### config.mk
export PLATFORM = sky130hd
export DESIGN_NAME = double_ended_queue_engine
export DESIGN_NICKNAME = d
export VERILOG_FILES = /design/src/rtl/dqe_pkg.sv /design/src/rtl/dqe_front.sv /design/src/rtl/dqe_back.sv /design/src/rtl/double_ended_queue_engine.sv
export SDC_FILE = /design/constraint.sdc
export NUM_CORES = 1
export LEC_CHECK = 0
export ABC_AREA = 1
export ABC_CLOCK_PERIOD_IN_PS = 4250
export BUFFER_PORTS_ARGS = -buffer_cell sky130_fd_sc_hd__buf_4
export CAP_MARGIN = 5
export CORE_AREA = 3 3 210 263
export CTS_CLUSTER_DIAMETER = 30
export CTS_CLUSTER_SIZE = 30
export DETAILED_ROUTE_END_ITERATION = 16
export DIE_AREA = 0 0 213 266
export PLACE_DENSITY = 0.74
export SYNTH_ARGS = -nofsm -noshare
export SYNTH_HDL_FRONTEND = slang
export SYNTH_SLANG_ARGS = --single-unit
### constraint.sdc
create_clock -name clk_i -period 4.25 [get_ports clk_i]
set_input_delay 0.425 -clock clk_i [delete_from_list [all_inputs] [get_ports clk_i]]
set_output_delay 0.425 -clock clk_i [all_outputs]
set_load 0.05 [all_outputs]
### src/rtl/dqe_pkg.sv
// Shared types, constants and index helpers for the double-ended queue engine.
package dqe_pkg;

  localparam int CAPACITY = 16;
  localparam int PTR_W    = (CAPACITY > 1) ? $clog2(CAPACITY) : 1;
  localparam int CNT_W    = $clog2(CAPACITY + 1);
  localparam int VALUE_W  = 32;
  localparam int CMD_W    = 3;

  localparam int QUEUE_DEPTH = 2;
  localparam int QPTR_W      = $clog2(QUEUE_DEPTH);
  localparam int QCNT_W      = $clog2(QUEUE_DEPTH + 1);

  localparam logic [CMD_W-1:0] CMD_PUSH_FRONT = 3'd0;
  localparam logic [CMD_W-1:0] CMD_PUSH_BACK  = 3'd1;
  localparam logic [CMD_W-1:0] CMD_POP_FRONT  = 3'd2;
  localparam logic [CMD_W-1:0] CMD_POP_BACK   = 3'd3;
  localparam logic [CMD_W-1:0] CMD_REVERSE    = 3'd4;
  localparam logic [CMD_W-1:0] CMD_LIST       = 3'd5;

  typedef enum logic [1:0] {
    ST_OK    = 2'd0,
    ST_EMPTY = 2'd1,
    ST_FULL  = 2'd2
  } status_e;

  typedef enum logic [1:0] {
    OP_PUSH,
    OP_POP,
    OP_REV,
    OP_LIST
  } op_e;

  typedef enum logic [1:0] {
    S_IDLE,
    S_POP,
    S_LIST
  } state_e;

  // Classified command as it travels from the front part to the back part.
  typedef struct packed {
    op_e                       op;
    logic                      at_back;  // logical end: 0 front, 1 back
    logic signed [VALUE_W-1:0] value;
  } cmd_t;

  // Ring slot at a logical offset from the first slot, offset in 0..CAPACITY.
  function automatic logic [PTR_W-1:0] phys_addr(input logic [PTR_W-1:0] base,
                                                 input logic [CNT_W-1:0] off);
    logic [CNT_W:0] sum;
    sum = (CNT_W+1)'(base) + {1'b0, off};
    if (sum >= (CNT_W+1)'(CAPACITY)) begin
      sum = sum - (CNT_W+1)'(CAPACITY);
    end
    return sum[PTR_W-1:0];
  endfunction

  function automatic logic [PTR_W-1:0] slot_inc(input logic [PTR_W-1:0] s);
    return (s == PTR_W'(CAPACITY - 1)) ? '0 : s + PTR_W'(1);
  endfunction

  function automatic logic [PTR_W-1:0] slot_dec(input logic [PTR_W-1:0] s);
    return (s == '0) ? PTR_W'(CAPACITY - 1) : s - PTR_W'(1);
  endfunction

endpackage

### src/rtl/dqe_front.sv
// Input side: takes command transfers, classifies them and buffers them in a short queue.
module dqe_front (
  input  logic                          clk_i,
  input  logic                          rst_ni,
  input  logic                          s_axis_tvalid_i,
  output logic                          s_axis_tready_o,
  input  logic [dqe_pkg::VALUE_W-1:0]   s_axis_tdata_i,
  input  logic [dqe_pkg::CMD_W-1:0]     s_axis_tuser_i,
  output logic                          cmd_valid_o,
  input  logic                          cmd_ready_i,
  output dqe_pkg::cmd_t                 cmd_o
);

  dqe_pkg::cmd_t                     buf_q [dqe_pkg::QUEUE_DEPTH];
  logic [dqe_pkg::QPTR_W-1:0]        wr_ptr_q, wr_ptr_d;
  logic [dqe_pkg::QPTR_W-1:0]        rd_ptr_q, rd_ptr_d;
  logic [dqe_pkg::QCNT_W-1:0]        count_q, count_d;
  dqe_pkg::cmd_t                     cls;
  logic                              cls_ok;
  logic                              wr_en;
  logic                              rd_en;

  always_comb begin
    cls.value   = $signed(s_axis_tdata_i);
    cls.at_back = 1'b0;
    cls.op      = dqe_pkg::OP_PUSH;
    cls_ok      = 1'b1;
    case (s_axis_tuser_i)
      dqe_pkg::CMD_PUSH_FRONT: cls.op = dqe_pkg::OP_PUSH;
      dqe_pkg::CMD_PUSH_BACK: begin
        cls.op      = dqe_pkg::OP_PUSH;
        cls.at_back = 1'b1;
      end
      dqe_pkg::CMD_POP_FRONT: cls.op = dqe_pkg::OP_POP;
      dqe_pkg::CMD_POP_BACK: begin
        cls.op      = dqe_pkg::OP_POP;
        cls.at_back = 1'b1;
      end
      dqe_pkg::CMD_REVERSE: cls.op = dqe_pkg::OP_REV;
      dqe_pkg::CMD_LIST:    cls.op = dqe_pkg::OP_LIST;
      default:              cls_ok = 1'b0;  // unused codes are dropped silently
    endcase
  end

  assign s_axis_tready_o = (count_q != dqe_pkg::QCNT_W'(dqe_pkg::QUEUE_DEPTH));
  assign wr_en           = s_axis_tvalid_i && s_axis_tready_o && cls_ok;
  assign cmd_valid_o     = (count_q != '0);
  assign rd_en           = cmd_valid_o && cmd_ready_i;
  assign cmd_o           = buf_q[rd_ptr_q];

  always_comb begin
    wr_ptr_d = wr_en ? ((wr_ptr_q == dqe_pkg::QPTR_W'(dqe_pkg::QUEUE_DEPTH - 1)) ?
                        '0 : wr_ptr_q + dqe_pkg::QPTR_W'(1)) : wr_ptr_q;
    rd_ptr_d = rd_en ? ((rd_ptr_q == dqe_pkg::QPTR_W'(dqe_pkg::QUEUE_DEPTH - 1)) ?
                        '0 : rd_ptr_q + dqe_pkg::QPTR_W'(1)) : rd_ptr_q;
    count_d  = count_q + dqe_pkg::QCNT_W'(wr_en) - dqe_pkg::QCNT_W'(rd_en);
  end

  always_ff @(posedge clk_i or negedge rst_ni) begin
    if (!rst_ni) begin
      wr_ptr_q <= '0;
      rd_ptr_q <= '0;
      count_q  <= '0;
    end else begin
      wr_ptr_q <= wr_ptr_d;
      rd_ptr_q <= rd_ptr_d;
      count_q  <= count_d;
    end
  end

  always_ff @(posedge clk_i) begin
    if (wr_en) begin
      buf_q[wr_ptr_q] <= cls;
    end
  end

endmodule

### src/rtl/dqe_back.sv
// Execution side: ring storage, pointers, orientation flag and the result register.
module dqe_back (
  input  logic                          clk_i,
  input  logic                          rst_ni,
  input  logic                          cmd_valid_i,
  output logic                          cmd_ready_o,
  input  dqe_pkg::cmd_t                 cmd_i,
  output logic                          m_axis_tvalid_o,
  input  logic                          m_axis_tready_i,
  output logic [dqe_pkg::VALUE_W-1:0]   m_axis_tdata_o,
  output logic [1:0]                    m_axis_tuser_o,
  output logic                          m_axis_tlast_o
);

  logic signed [dqe_pkg::VALUE_W-1:0] mem [dqe_pkg::CAPACITY];
  logic signed [dqe_pkg::VALUE_W-1:0] rd_data_q;
  logic                               rd_en;
  logic [dqe_pkg::PTR_W-1:0]          rd_addr;
  logic                               wr_en;
  logic [dqe_pkg::PTR_W-1:0]          wr_addr;

  dqe_pkg::state_e                    state_q, state_d;
  logic [dqe_pkg::PTR_W-1:0]          front_q, front_d;
  logic [dqe_pkg::CNT_W-1:0]          occ_q, occ_d;
  logic                               rev_q, rev_d;
  logic [dqe_pkg::CNT_W-1:0]          idx_q, idx_d;

  logic                               out_vld_q, out_vld_d;
  dqe_pkg::status_e                   out_status_q, out_status_d;
  logic signed [dqe_pkg::VALUE_W-1:0] out_data_q, out_data_d;
  logic                               out_last_q, out_last_d;

  logic                               out_free;
  logic                               phys_front;
  logic                               list_end;
  logic [dqe_pkg::CNT_W-1:0]          occ_m1;
  logic [dqe_pkg::CNT_W-1:0]          idx_nx;
  logic [dqe_pkg::CNT_W-1:0]          first_off;
  logic [dqe_pkg::CNT_W-1:0]          next_off;

  assign out_free   = !out_vld_q || m_axis_tready_i;
  // the logical end maps to the physical front unless exactly one of the two flips it
  assign phys_front = (cmd_i.at_back == rev_q);
  assign occ_m1     = occ_q - dqe_pkg::CNT_W'(1);
  assign list_end   = (idx_q == occ_m1);
  assign idx_nx     = idx_q + dqe_pkg::CNT_W'(1);
  assign first_off  = rev_q ? occ_m1 : '0;
  assign next_off   = rev_q ? (occ_m1 - idx_nx) : idx_nx;

  always_comb begin
    state_d      = state_q;
    front_d      = front_q;
    occ_d        = occ_q;
    rev_d        = rev_q;
    idx_d        = idx_q;
    cmd_ready_o  = 1'b0;
    rd_en        = 1'b0;
    rd_addr      = front_q;
    wr_en        = 1'b0;
    wr_addr      = front_q;
    out_vld_d    = out_vld_q && !m_axis_tready_i;
    out_status_d = out_status_q;
    out_data_d   = out_data_q;
    out_last_d   = out_last_q;

    case (state_q)
      dqe_pkg::S_IDLE: begin
        if (cmd_valid_i && out_free) begin
          cmd_ready_o  = 1'b1;
          out_status_d = dqe_pkg::ST_OK;
          out_data_d   = '0;
          out_last_d   = 1'b1;
          case (cmd_i.op)
            dqe_pkg::OP_PUSH: begin
              out_vld_d = 1'b1;
              if (occ_q == dqe_pkg::CNT_W'(dqe_pkg::CAPACITY)) begin
                out_status_d = dqe_pkg::ST_FULL;
              end else begin
                wr_en = 1'b1;
                occ_d = occ_q + dqe_pkg::CNT_W'(1);
                if (phys_front) begin
                  front_d = dqe_pkg::slot_dec(front_q);
                  wr_addr = dqe_pkg::slot_dec(front_q);
                end else begin
                  wr_addr = dqe_pkg::phys_addr(front_q, occ_q);
                end
              end
            end
            dqe_pkg::OP_POP: begin
              if (occ_q == '0) begin
                out_vld_d    = 1'b1;
                out_status_d = dqe_pkg::ST_EMPTY;
              end else begin
                rd_en   = 1'b1;
                occ_d   = occ_m1;
                state_d = dqe_pkg::S_POP;
                if (phys_front) begin
                  rd_addr = front_q;
                  front_d = dqe_pkg::slot_inc(front_q);
                end else begin
                  rd_addr = dqe_pkg::phys_addr(front_q, occ_m1);
                end
              end
            end
            dqe_pkg::OP_REV: begin
              out_vld_d = 1'b1;
              if (occ_q == '0) begin
                out_status_d = dqe_pkg::ST_EMPTY;
              end else begin
                rev_d = !rev_q;
              end
            end
            dqe_pkg::OP_LIST: begin
              if (occ_q == '0) begin
                out_vld_d    = 1'b1;
                out_status_d = dqe_pkg::ST_EMPTY;
              end else begin
                rd_en   = 1'b1;
                rd_addr = dqe_pkg::phys_addr(front_q, first_off);
                idx_d   = '0;
                state_d = dqe_pkg::S_LIST;
              end
            end
            default: ;
          endcase
        end
      end
      dqe_pkg::S_POP: begin
        if (out_free) begin
          out_vld_d    = 1'b1;
          out_status_d = dqe_pkg::ST_OK;
          out_data_d   = rd_data_q;
          out_last_d   = 1'b1;
          state_d      = dqe_pkg::S_IDLE;
        end
      end
      dqe_pkg::S_LIST: begin
        if (out_free) begin
          out_vld_d    = 1'b1;
          out_status_d = dqe_pkg::ST_OK;
          out_data_d   = rd_data_q;
          out_last_d   = list_end;
          if (list_end) begin
            state_d = dqe_pkg::S_IDLE;
          end else begin
            // fetch the next entry while this one goes out
            rd_en   = 1'b1;
            rd_addr = dqe_pkg::phys_addr(front_q, next_off);
            idx_d   = idx_nx;
          end
        end
      end
      default: state_d = dqe_pkg::S_IDLE;
    endcase
  end

  always_ff @(posedge clk_i or negedge rst_ni) begin
    if (!rst_ni) begin
      state_q   <= dqe_pkg::S_IDLE;
      front_q   <= '0;
      occ_q     <= '0;
      rev_q     <= 1'b0;
      idx_q     <= '0;
      out_vld_q <= 1'b0;
    end else begin
      state_q   <= state_d;
      front_q   <= front_d;
      occ_q     <= occ_d;
      rev_q     <= rev_d;
      idx_q     <= idx_d;
      out_vld_q <= out_vld_d;
    end
  end

  always_ff @(posedge clk_i) begin
    out_status_q <= out_status_d;
    out_data_q   <= out_data_d;
    out_last_q   <= out_last_d;
  end

  always_ff @(posedge clk_i) begin
    if (wr_en) begin
      mem[wr_addr] <= cmd_i.value;
    end
  end

  always_ff @(posedge clk_i) begin
    if (rd_en) begin
      rd_data_q <= mem[rd_addr];
    end
  end

  assign m_axis_tvalid_o = out_vld_q;
  assign m_axis_tdata_o  = out_data_q;
  assign m_axis_tuser_o  = out_status_q;
  assign m_axis_tlast_o  = out_last_q;

endmodule

### src/rtl/double_ended_queue_engine.sv
// Top level of the double-ended queue engine: command queue front end and execution back end.
//
//   channel   direction  tdata                tuser           tlast
//   s_axis    in         value[31:0]          cmd[2:0]        -
//   m_axis    out        data[31:0]           status[1:0]     last
//
// Push and reverse finish in the back end's idle state; pop goes through a registered ring
// read and S_POP; list runs in S_LIST, reading entry after entry through the single read port.
// Two commands can wait in the front queue while the back end works or stalls.
// Reset (rst_ni low) empties the queue and clears pointers, count and orientation.
// A stalled result holds in the output register; the back end waits until it is taken.
module double_ended_queue_engine (
  input  logic        clk_i,
  input  logic        rst_ni,
  input  logic        s_axis_tvalid_i,
  output logic        s_axis_tready_o,
  input  logic [31:0] s_axis_tdata_i,   // [31:0] value
  input  logic [2:0]  s_axis_tuser_i,   // [2:0] cmd
  output logic        m_axis_tvalid_o,
  input  logic        m_axis_tready_i,
  output logic [31:0] m_axis_tdata_o,   // [31:0] data
  output logic [1:0]  m_axis_tuser_o,   // [1:0] status
  output logic        m_axis_tlast_o
);

  logic          cmd_valid;
  logic          cmd_ready;
  dqe_pkg::cmd_t cmd;

  dqe_front u_front (
    .clk_i           (clk_i),
    .rst_ni          (rst_ni),
    .s_axis_tvalid_i (s_axis_tvalid_i),
    .s_axis_tready_o (s_axis_tready_o),
    .s_axis_tdata_i  (s_axis_tdata_i),
    .s_axis_tuser_i  (s_axis_tuser_i),
    .cmd_valid_o     (cmd_valid),
    .cmd_ready_i     (cmd_ready),
    .cmd_o           (cmd)
  );

  dqe_back u_back (
    .clk_i           (clk_i),
    .rst_ni          (rst_ni),
    .cmd_valid_i     (cmd_valid),
    .cmd_ready_o     (cmd_ready),
    .cmd_i           (cmd),
    .m_axis_tvalid_o (m_axis_tvalid_o),
    .m_axis_tready_i (m_axis_tready_i),
    .m_axis_tdata_o  (m_axis_tdata_o),
    .m_axis_tuser_o  (m_axis_tuser_o),
    .m_axis_tlast_o  (m_axis_tlast_o)
  );

endmodule

After elaboration in Yosys (flattened, before gate mapping)
Memory sizes are Yosys's and may differ from the RTL's. A register that Yosys moved wholly into a read port is not among the register bits.
Cells that the tools add are included.
{ "word_totals": {"reg_bits": 57, "mem_bits_rw": 582, "input_bits": 39, "out_inout_bits": 37, "wordCells": 181, "n_memories": 2} }
{ "memory_table": {"columns": ["name", "depth", "word_bits", "rd", "rd_clocked_by_memory_dff", "write_ports", "line_no", "text"], "rows": [
  ["u_back.mem", 16, 32, 1, 1, 1, "dqe_back.sv:15", "logic signed [dqe_pkg::VALUE_W-1:0] mem [dqe_pkg::CAPACITY];"],
  ["u_front.buf_q", 2, 35, 1, 0, 1, "dqe_front.sv:14", "dqe_pkg::cmd_t buf_q [dqe_pkg::QUEUE_DEPTH];"]
]} }
{ "classes": {"add_sub_neg": 18, "magnitude_cmp": 4, "eq_ne": 30, "mux": 81, "n_bitwise": 1, "n_reduce_logical": 33} }
{ "ops": {"columns": ["op", "n"], "rows": [
  ["two-way mux 4 bit", 21],
  ["two-way mux 32 bit", 2],
  ["case mux 32 bit (2 select lines)", 1],
  ["two-way mux 5 bit", 9],
  ["two-way mux 1 bit", 26],
  ["adder 4 x 5 -> 6 bit", 4],
  [">= comparator 6 x 5 -> 1 bit (second input constant)", 4],
  ["case mux 4 bit (2 select lines)", 3],
  ["case mux 5 bit (2 select lines)", 2],
  ["subtractor 4 x 1 -> 4 bit (second input constant)", 5],
  ["two-way mux 2 bit", 8],
  ["!= test 2 x 1 -> 1 bit (second input constant)", 7],
  ["AND reduction 7 bit", 2],
  ["!= test 2 bit (second input constant)", 6],
  ["case mux 2 bit (2 select lines)", 3],
  ["case mux 2 bit (3 select lines)", 2],
  ["adder 5 x 1 -> 5 bit (second input constant)", 2],
  ["OR reduction 2 bit", 5],
  ["!= test 3 bit (second input constant)", 3],
  ["AND reduction 4 bit", 2],
  ["nonzero test 2 bit", 4],
  ["equality test 2 bit (second input constant)", 3],
  ["equality test 3 x 2 -> 1 bit (second input constant)", 2],
  ["equality test 3 bit (second input constant)", 2],
  ["other kinds (28)", 39]
]} }

Longest topological paths before layout
Gate-level depths: netlist (run 1).
{ "logic_depth": {"depth_word": 9, "ltp_mapped": 25, "ltp_nobuf": 24} }

Modules after synthesis
Synthesis (run 1) repeated with hierarchy kept, for this count alone.
{ "hier_totals": {"hier_cells": 2775, "area_unflattened_um2": 29992.5} }
{ "modules_own_cells": {"columns": ["module", "instances", "cells_per_inst", "area_per_inst_um2", "seq_area_each_um2"], "rows": [
  ["dqe_back", 1, 2554, 27126.0, 17837.1],
  ["dqe_front", 1, 221, 2866.5, 2202.1]
]} }

Least setup slack after synthesis (run 1)
Ideal clock, no wire load.
{ "synth_timing": {"kind": "reg2reg", "startpoint": "reg u_front.rd_ptr_q", "endpoint": "reg u_back.rd_data_q[0] (netlist bit), read port of u_back.mem, enable pin", "setup_ns": 0.466, "arrival_ns": 4.019, "t_required_ns": 3.784, "slack_ns": -0.234, "path_stages_with_launch": 11, "path_buffers": 2, "period_less_slack_ns": 4.484, "cell_sequence": "dfrtp_1 -> buf_4 -> inv_2 -> or2_2 -> o21ai_0 -> ha_1 -> clkbuf_1 -> nor2_1 -> nor2_2 -> nand2_1 -> o21ai_0"} }
{ "synth_via": {"word_cells_on_any_way": 13, "classes_between": "eq/ne (3); mux (8); reduce/logical (1); memory (1)"} }
{ "synth_rtl": {"columns": ["element", "line_no", "text"], "rows": [
  ["start: declaration", "dqe_front.sv:16", "logic [dqe_pkg::QPTR_W-1:0] rd_ptr_q, rd_ptr_d;"],
  ["start signal: assignment", "dqe_front.sv:66", "rd_ptr_q <= rd_ptr_d;"],
  ["memory (2 x 35 bit) *", null, null],
  ["equality test 2 x 1 -> 1 bit or equality test 2 bit (tied branches)", "dqe_back.sv:73", "case (cmd_i.op)"],
  ["OR reduction 2 bit (no source line) *", null, null],
  ["two-way mux 1 bit *", null, null],
  ["two-way mux 1 bit *", "dqe_back.sv:68", "if (cmd_valid_i && out_free) begin"],
  ["case mux 1 bit (2 select lines) *", "dqe_back.sv:66", "case (state_q)"],
  ["net u_back.rd_en", "dqe_back.sv:17", "logic rd_en;"],
  ["end: declaration", "dqe_back.sv:16", "logic signed [dqe_pkg::VALUE_W-1:0] rd_data_q;"]
]} }
The timed path passes the listed nets; every way through them passes the cells marked *.
A chain may end at the register's enable or synchronous reset.

Worst setup path in the final report (run 1)
{ "layout_timing": {"startpoint": "reg u_back.occ_q[0] (netlist bit)", "endpoint": "reg u_back.rd_data_q[11] (netlist bit), read port of u_back.mem, data pin"} }
{ "layout_via": {"elab_chain_len": 9, "word_cells_on_any_way": 32, "classes_between": "add/sub (8); order compare (3); eq/ne (1); mux (19); reduce/logical (1)"} }
{ "layout_lines": {"columns": ["element", "line_no", "text"], "rows": [
  ["start: declaration", "dqe_back.sv:24", "logic [dqe_pkg::CNT_W-1:0] occ_q, occ_d;"],
  ["start signal: assignment", "dqe_back.sv:161", "occ_q <= '0;"],
  ["start signal: assignment", "dqe_back.sv:168", "occ_q <= occ_d;"],
  ["subtractor 5 x 1 -> 5 bit", "dqe_back.sv:44", "assign occ_m1 = occ_q - dqe_pkg::CNT_W'(1);"],
  ["subtractor 5 bit (tied with other cells)", "dqe_back.sv:48", "assign next_off = rev_q ? (occ_m1 - idx_nx) : idx_nx;"],
  ["two-way mux 5 bit (tied with other cells)", "dqe_back.sv:48", null],
  ["adder 4 x 5 -> 6 bit (tied with other cells)", "dqe_pkg.sv:51", "sum = (CNT_W+1)'(base) + {1'b0, off};"],
  [">= comparator 6 x 5 -> 1 bit (tied with other cells)", "dqe_pkg.sv:52", "if (sum >= (CNT_W+1)'(CAPACITY)) begin"],
  ["two-way mux 4 bit, on equally long branches", "dqe_pkg.sv:52, dqe_back.sv:90, dqe_back.sv:114", null],
  ["two-way mux 4 bit or case mux 4 bit (2 select lines) (tied branches)", "dqe_back.sv:143, dqe_back.sv:73", null],
  ["two-way mux 4 bit, on equally long branches", "dqe_back.sv:138, dqe_back.sv:68", null],
  ["case mux 4 bit (2 select lines)", "dqe_back.sv:66", null]
]} }
Parallel ways exist; a longest one is shown, timed or not.

==> impl_metrics.toml, run 1 <==
[cts]
cts-root-buf = "clkbuf_16"
clk_pin_slew_ps = 50
clockBufferDepth = 3
cts_setup_buffers = 0
clock-sinks = 671
cts_made_buffers = 109
clk_latency_ps = 680
cts_tree = "built"
htreeDepth = 3

[detailed_routing]
via_count = 21700
post-route-drc-count = 0
vias_per_cell = 5.90
drt_iter0_markers = 2643
ant_nets = 0
drtPass1Iterations = 5
wire_per_inst_um = 21.4
wirelength_um = 78900

[yosys]
synth-edff-count = 649
synth_warnings = 0
synth_ff_type = "edfxtp_1"
syn-num-nets = 2880
synth_top_cell_area_share_pct = 64.9
yosysTopAreaCell = "edfxtp_1"
synth_seq_cells = 671
ys_seq_area_share_pct = 66.7
synth_cell_types = 44
async_flop_share_pct = 3.28
syn_area_per_cell_sq_um = 10.7
syn-instance-count = 2804
yosysMostFrequentCell = "nand2_1"
synthTopCellsByArea = "edfxtp_1 (65%), nand2_1 (9.5%), nand3_1 (6.0%)"
synthesis.area_sq_um = 30000
ys_top_cells_by_count = "nand2_1 (760), edfxtp_1 (649), nand3_1 (358)"

[worst_hold_path]
min_from = "s_axis_tuser_i[1]"
hold-path-cell-count = 2
hold_path.class = "in2reg"
holdPathEnd = "u_front.buf_q[1][34]"

[critical_path]
path_common_cell = "nand2_1"
crit_buf_inv = 4
rr_worst_depth = 24
crit_start = "u_back.occ_q[0]"
worstPathArrival_ps = 4360
critPathCaptureType = "flip-flop"
timing.rr.start = "u_back.occ_q[0]"
r2r_slack_ps = 320
path_max_fanout = 16
path_cells = "inv_2 > ha_2 > nand2_1 > nand2_2 > inv_1 > ha_1 > xor2_1 > nand2_1 > o21ai_0 > inv_1 > ha_1 > a21oi_1 > nand2_1 > xnor2_1 > nand3b_1 > nand2_1 > nand2_1 > nand2_1 > nand3_1 > nand2_1 > o21ai_4 > buf_6 > nand3_1 > nand2_1"
path_class = "reg2reg"
critPathLaunchType = "flip-flop"
critical_path_required_ps = 4670
reg2reg_to = "u_back.rd_data_q[11]"
cpMaxStageDelayCell = "dfrtp_1"
slowest_delay_ps = 450
crit_family = "simple AND/OR/NAND/NOR gates"

[sta]
setup_viol = 0
setup_tns_ps = 0
slew_headroom_pct = 13.0
rsz0062_at_grt = "no"
fin_crit_sh_pct = 92.6
whs_ps = 85.3
period_minus_slack_ps = 3930
drv_slew = 0
final.setup_skew_ps = 53.3
timing.fmax_ghz = 0.254
finalHoldViolCount = 0
worstMarginPinSlew_ps = 1310

[floorplanning]
start_util_pct = 56.9
core-area_sq_um = 52800
dieArea_sq_um = 56700
die_w_um = 213
die_h_um = 266
io_pins = 76
num_rows = 94

[global_route]
grt_pass1_wl_um = 121000
grt-ovfl-total = 0
grt_max_degree = 257
grt_antenna_before_repair = 0
grt.total_usage_pct = 28.0
grt_pass1_vias = 21400

[final_layout]
drive_gt1_share_pct = 12.9
fillers = 3625
multi_input_area_sq_um = 7990
post-route-util_pct = 67.7
ff_latch_area_sq_um = 20000
area_delta_synth_final_pct = 19.0
final_nets = 2991

[placed_design]
dp_hpwl_um = 41900
routabilityCongestion = 0.886
port_buffers = 75

[job]
maxCapViolCount = 0

[run_status]
run_status = "finished, final reports clean"
## logic make-up (layout without fill, tap and decap cells)
logic type	Yosys count	after routing	synth area share [%]
compound gates	79	79	1.48
xor+xnor	17	17	0.495
fa+ha+maj	37	37	1.67
buf+inv	544	751	7.47
flops	671	671	66.7
other cells	0	1	0
simple gates	1456	1456	22.2
## layout by cell type (no fill, tap or decap), drive strengths merged, types with 2 or more instances in the layout
| cell | n |
|---|---|
| nand2 | 762 |
| edfxtp | 649 |
| inv | 377 |
| nand3 | 364 |
| nand4 | 260 |
| buf | 146 |
| clkbuf | 120 |
| nor2 | 56 |
| clkinv | 47 |
| o21ai | 34 |
| dlygate4sd3 | 33 |
| ha | 32 |
| a21oi | 27 |
| dfrtp | 22 |
| clkinvlp | 16 |
| bufinv | 12 |
| xor2 | 11 |
| o211ai | 7 |
| xnor2 | 6 |
| fa | 5 |
| or2 | 5 |
| nor3 | 5 |
| o21bai | 2 |
| nor4 | 2 |
| o31ai | 2 |
## worst max-delay path by stage
stage	endpoint	slack, ps	cells past startpoint
3_3_place_gp	u_back.rd_data_q[9]	350	24
6_report	u_back.rd_data_q[11]	320	24
2_1_floorplan	u_back.mem[7][0]	380	13
3_5_place_dp	u_back.rd_data_q[9]	230	24
5_1_grt	u_back.rd_data_q[17]	6	24
4_1_cts	u_back.rd_data_q[17]	160	24
## layout make-up
type / count / area share [%]
antenna: 1 / 0.00700
multi-input combinational: 1589 / 22.3
clock inverter: 87 / 2.73
sequential: 671 / 56.0
clock buffer: 120 / 7.80
tap: 672 / 2.35
timing repair buffer: 179 / 4.92
inverter: 365 / 3.84
## state kept, by name, summed over array words and instances (netlist names), 2 cells and up
name / count
u_front.buf_q: 70
u_back.occ_q: 5
u_back.m_axis_tdata_o: 32
u_back.mem: 512
u_back.front_q: 4
u_back.rd_data_q: 32
u_back.idx_q: 5
u_back.state_q: 2
u_front.count_q: 2
u_back.m_axis_tuser_o: 2
## routing by layer
metal | track usage, % | up-vias | part of all wire (%)
met1 | 35.6 | 10400 | 37
met3 | 4.05 | 227 | 8.3
met2 | 47.0 | 1192 | 50
li1 | - | 9911 | -
met5 | 0 | - | 0
met4 | 14.6 | 0 | 4.4
## through the flow
| stage | worst slack, ps | std cells | cell area, sq um |
|---|---|---|---|
| final | 316 | 3684 | 35800 |
| after global routing | 6.34 | 3683 | 35800 |
| after CTS | 161 | 3683 | 35800 |
| after detailed placement | 228 | 3443 | 31700 |
| after global placement | 349 | 3443 | 31700 |
| after floorplan | 377 | 2804 | 30000 |
## worst reg2reg max path, cell delays in order (launching register included)
cell	delay, ps
dfrtp_1	450
inv_2	150
ha_2	270
nand2_1	120
nand2_2	180
inv_1	60
ha_1	300
xor2_1	150
nand2_1	60
o21ai_0	80
inv_1	60
ha_1	320
a21oi_1	140
nand2_1	70
xnor2_1	140
nand3b_1	170
nand2_1	80
nand2_1	50
nand2_1	60
nand3_1	170
nand2_1	160
o21ai_4	90
buf_6	200
nand3_1	130
nand2_1	70
## timing repair
action,4_1_cts,5_1_grt
setup endpoints to repair,0,32
endpoints found under the hold margin,86,0
hold buffers,33,0
gates resized for setup,0,5
Power of run 1 is not shown: default switching activity piles up to over one toggle a cycle in this logic, so the estimate is an artifact.
==> inputs of run 2 (changes only) <==
--- a/config.mk
+++ b/config.mk
@@ -18,3 +18,4 @@
 export SYNTH_ARGS = -nofsm -noshare
 export SYNTH_HDL_FRONTEND = slang
 export SYNTH_SLANG_ARGS = --single-unit
+export TNS_END_PERCENT = 20
==> constraint.sdc (replaced) <==
create_clock -name clk_i -period 4.25 [get_ports clk_i]
set_input_delay 0.2125 -clock clk_i [delete_from_list [all_inputs] [get_ports clk_i]]
set_output_delay 0.2125 -clock clk_i [all_outputs]
set_load 0.05 [all_outputs]
==> impl_metrics.toml, run 2 (synthesis results as in run 1) <==
[cts]
clk_pin_slew_ps = 50
clockBufferDepth = 3
clock-sinks = 671
cts_tree = "built"
clk_latency_ps = 660
htreeDepth = 3
cts-root-buf = "clkbuf_16"
cts_made_buffers = 108

[critical_path]
reg2reg_to = "u_back.rd_data_q[6]"
cpMaxStageDelayCell = "dfrtp_2"
path_common_cell = "nand3_1"
rr_worst_depth = 19
r2r_slack_ps = 360
slowest_delay_ps = 560
path_cells = "inv_2 > or2_2 > o21ai_1 > ha_1 > buf_4 > nor2_1 > nor2_2 > inv_1 > a21oi_1 > a21oi_4 > buf_4 > nand3_4 > buf_12 > buf_12 > nand2_1 > nand3_1 > nand3_1 > nand3_1 > nand2_1"
critPathCaptureType = "flip-flop"
crit_start = "u_front.rd_ptr_q"
critical_path_required_ps = 4650
timing.rr.start = "u_front.rd_ptr_q"
critPathLaunchType = "flip-flop"
path_max_fanout = 48
worstPathArrival_ps = 4280
path_class = "reg2reg"

[final_layout]
multi_input_area_sq_um = 8000
fillers = 3603
drive_gt1_share_pct = 13.0
largest_reg_flops = 512
top_register = "u_back.mem"
antenna_cells = 0
final_common_cell = "nand2_1"
top_regs = "u_back.mem x512, u_front.buf_q x70"
ff_latch_area_sq_um = 20000
mostFrequentLayoutCells = "nand2_1 (758), edfxtp_1 (649), nand3_1 (358), inv_1 (353), nand4_1 (259)"
area_delta_synth_final_pct = 18.9
final_nets = 3002

[detailed_routing]
vias_per_cell = 5.97
drtPass1Iterations = 11
via_count = 22000
wirelength_um = 79800
post-route-drc-count = 0
ant_nets = 0
wire_per_inst_um = 21.6
drt_iter0_markers = 2531

[sta]
rsz0062_at_grt = "no"
worstMarginPinSlew_ps = 1200
whs_ps = 18.0
setup_tns_ps = 0
final.setup_skew_ps = 22.2
fin_crit_sh_pct = 91.4
finalHoldViolCount = 0
drv_slew = 0
timing.fmax_ghz = 0.257
slew_headroom_pct = 19.7
setup_viol = 0
period_minus_slack_ps = 3890

[global_route]
grt_max_degree = 186
grt_pass1_wl_um = 122000
grt_antenna_before_repair = 0
grt_pass1_vias = 21800
grt-ovfl-total = 0
grt.total_usage_pct = 28.1

[floorplanning]
dieArea_sq_um = 56700
io_pins = 76
core-area_sq_um = 52800
die_w_um = 213
die_h_um = 266
start_util_pct = 56.9
num_rows = 94

[placed_design]
routabilityCongestion = 0.881
port_buffers = 75
dp_hpwl_um = 43100

[run_status]
run_status = "finished, final reports clean"

[job]
maxCapViolCount = 0

[worst_hold_path]
hold_path.class = "in2async"
## run 2: timing repair
action | CTS | global route
setup buffers | 0 | 4
endpoints found under the hold margin | 92 | 0
gates resized for setup | 0 | 8
hold buffers | 37 | 0
setup endpoints to repair | 0 | 32
## run 2: how the worst max path moves through the flow
stage                      endpoint  slack [ps]  cells past startpoint
2_1_floorplan      u_back.mem[7][0]         380                     13
3_3_place_gp    u_back.rd_data_q[7]         390                     15
3_5_place_dp   u_back.rd_data_q[21]         280                     24
4_1_cts         u_back.rd_data_q[6]         230                     15
5_1_grt         u_back.rd_data_q[6]          40                     19
6_report        u_back.rd_data_q[6]         360                     19
## run 2: worst max-delay path: cells and delay by family (launching register included)
family	cells	cell delay [ps]
compound gates	3	530
buf+inv	6	1020
flops	1	560
simple gates	9	1260
fa+ha+maj	1	210
## run 2: final cells by class
cell class	count	share of cell area, %
inverter	365	3.84
timing repair buffer	191	5.18
tap	672	2.35
clock buffer	116	7.77
sequential	671	56.1
multi-input combinational	1589	22.4
clock inverter	86	2.39
## run 2: through the flow
step	instances	area, sq um	setup slack [ps]	utilization, %
global route	3690	35700	35.0	67.7
detailed placement	3446	31700	281	59.9
floorplan	2804	30000	377	-
global placement	3446	31700	394	59.9
finish	3690	35700	364	67.7
CTS	3685	35700	230	67.5
## run 2: routing by layer
| metal | share of wire, % | global-route usage, % | vias up |
|---|---|---|---|
| met3 | 9.1 | 4.78 | 287 |
| met5 | 0 | 0 | - |
| li1 | - | - | 9921 |
| met2 | 50 | 47.1 | 1300 |
| met4 | 5.2 | 15.4 | 0 |
| met1 | 36 | 34.9 | 10500 |
Power of run 2 is left out for the same reason.
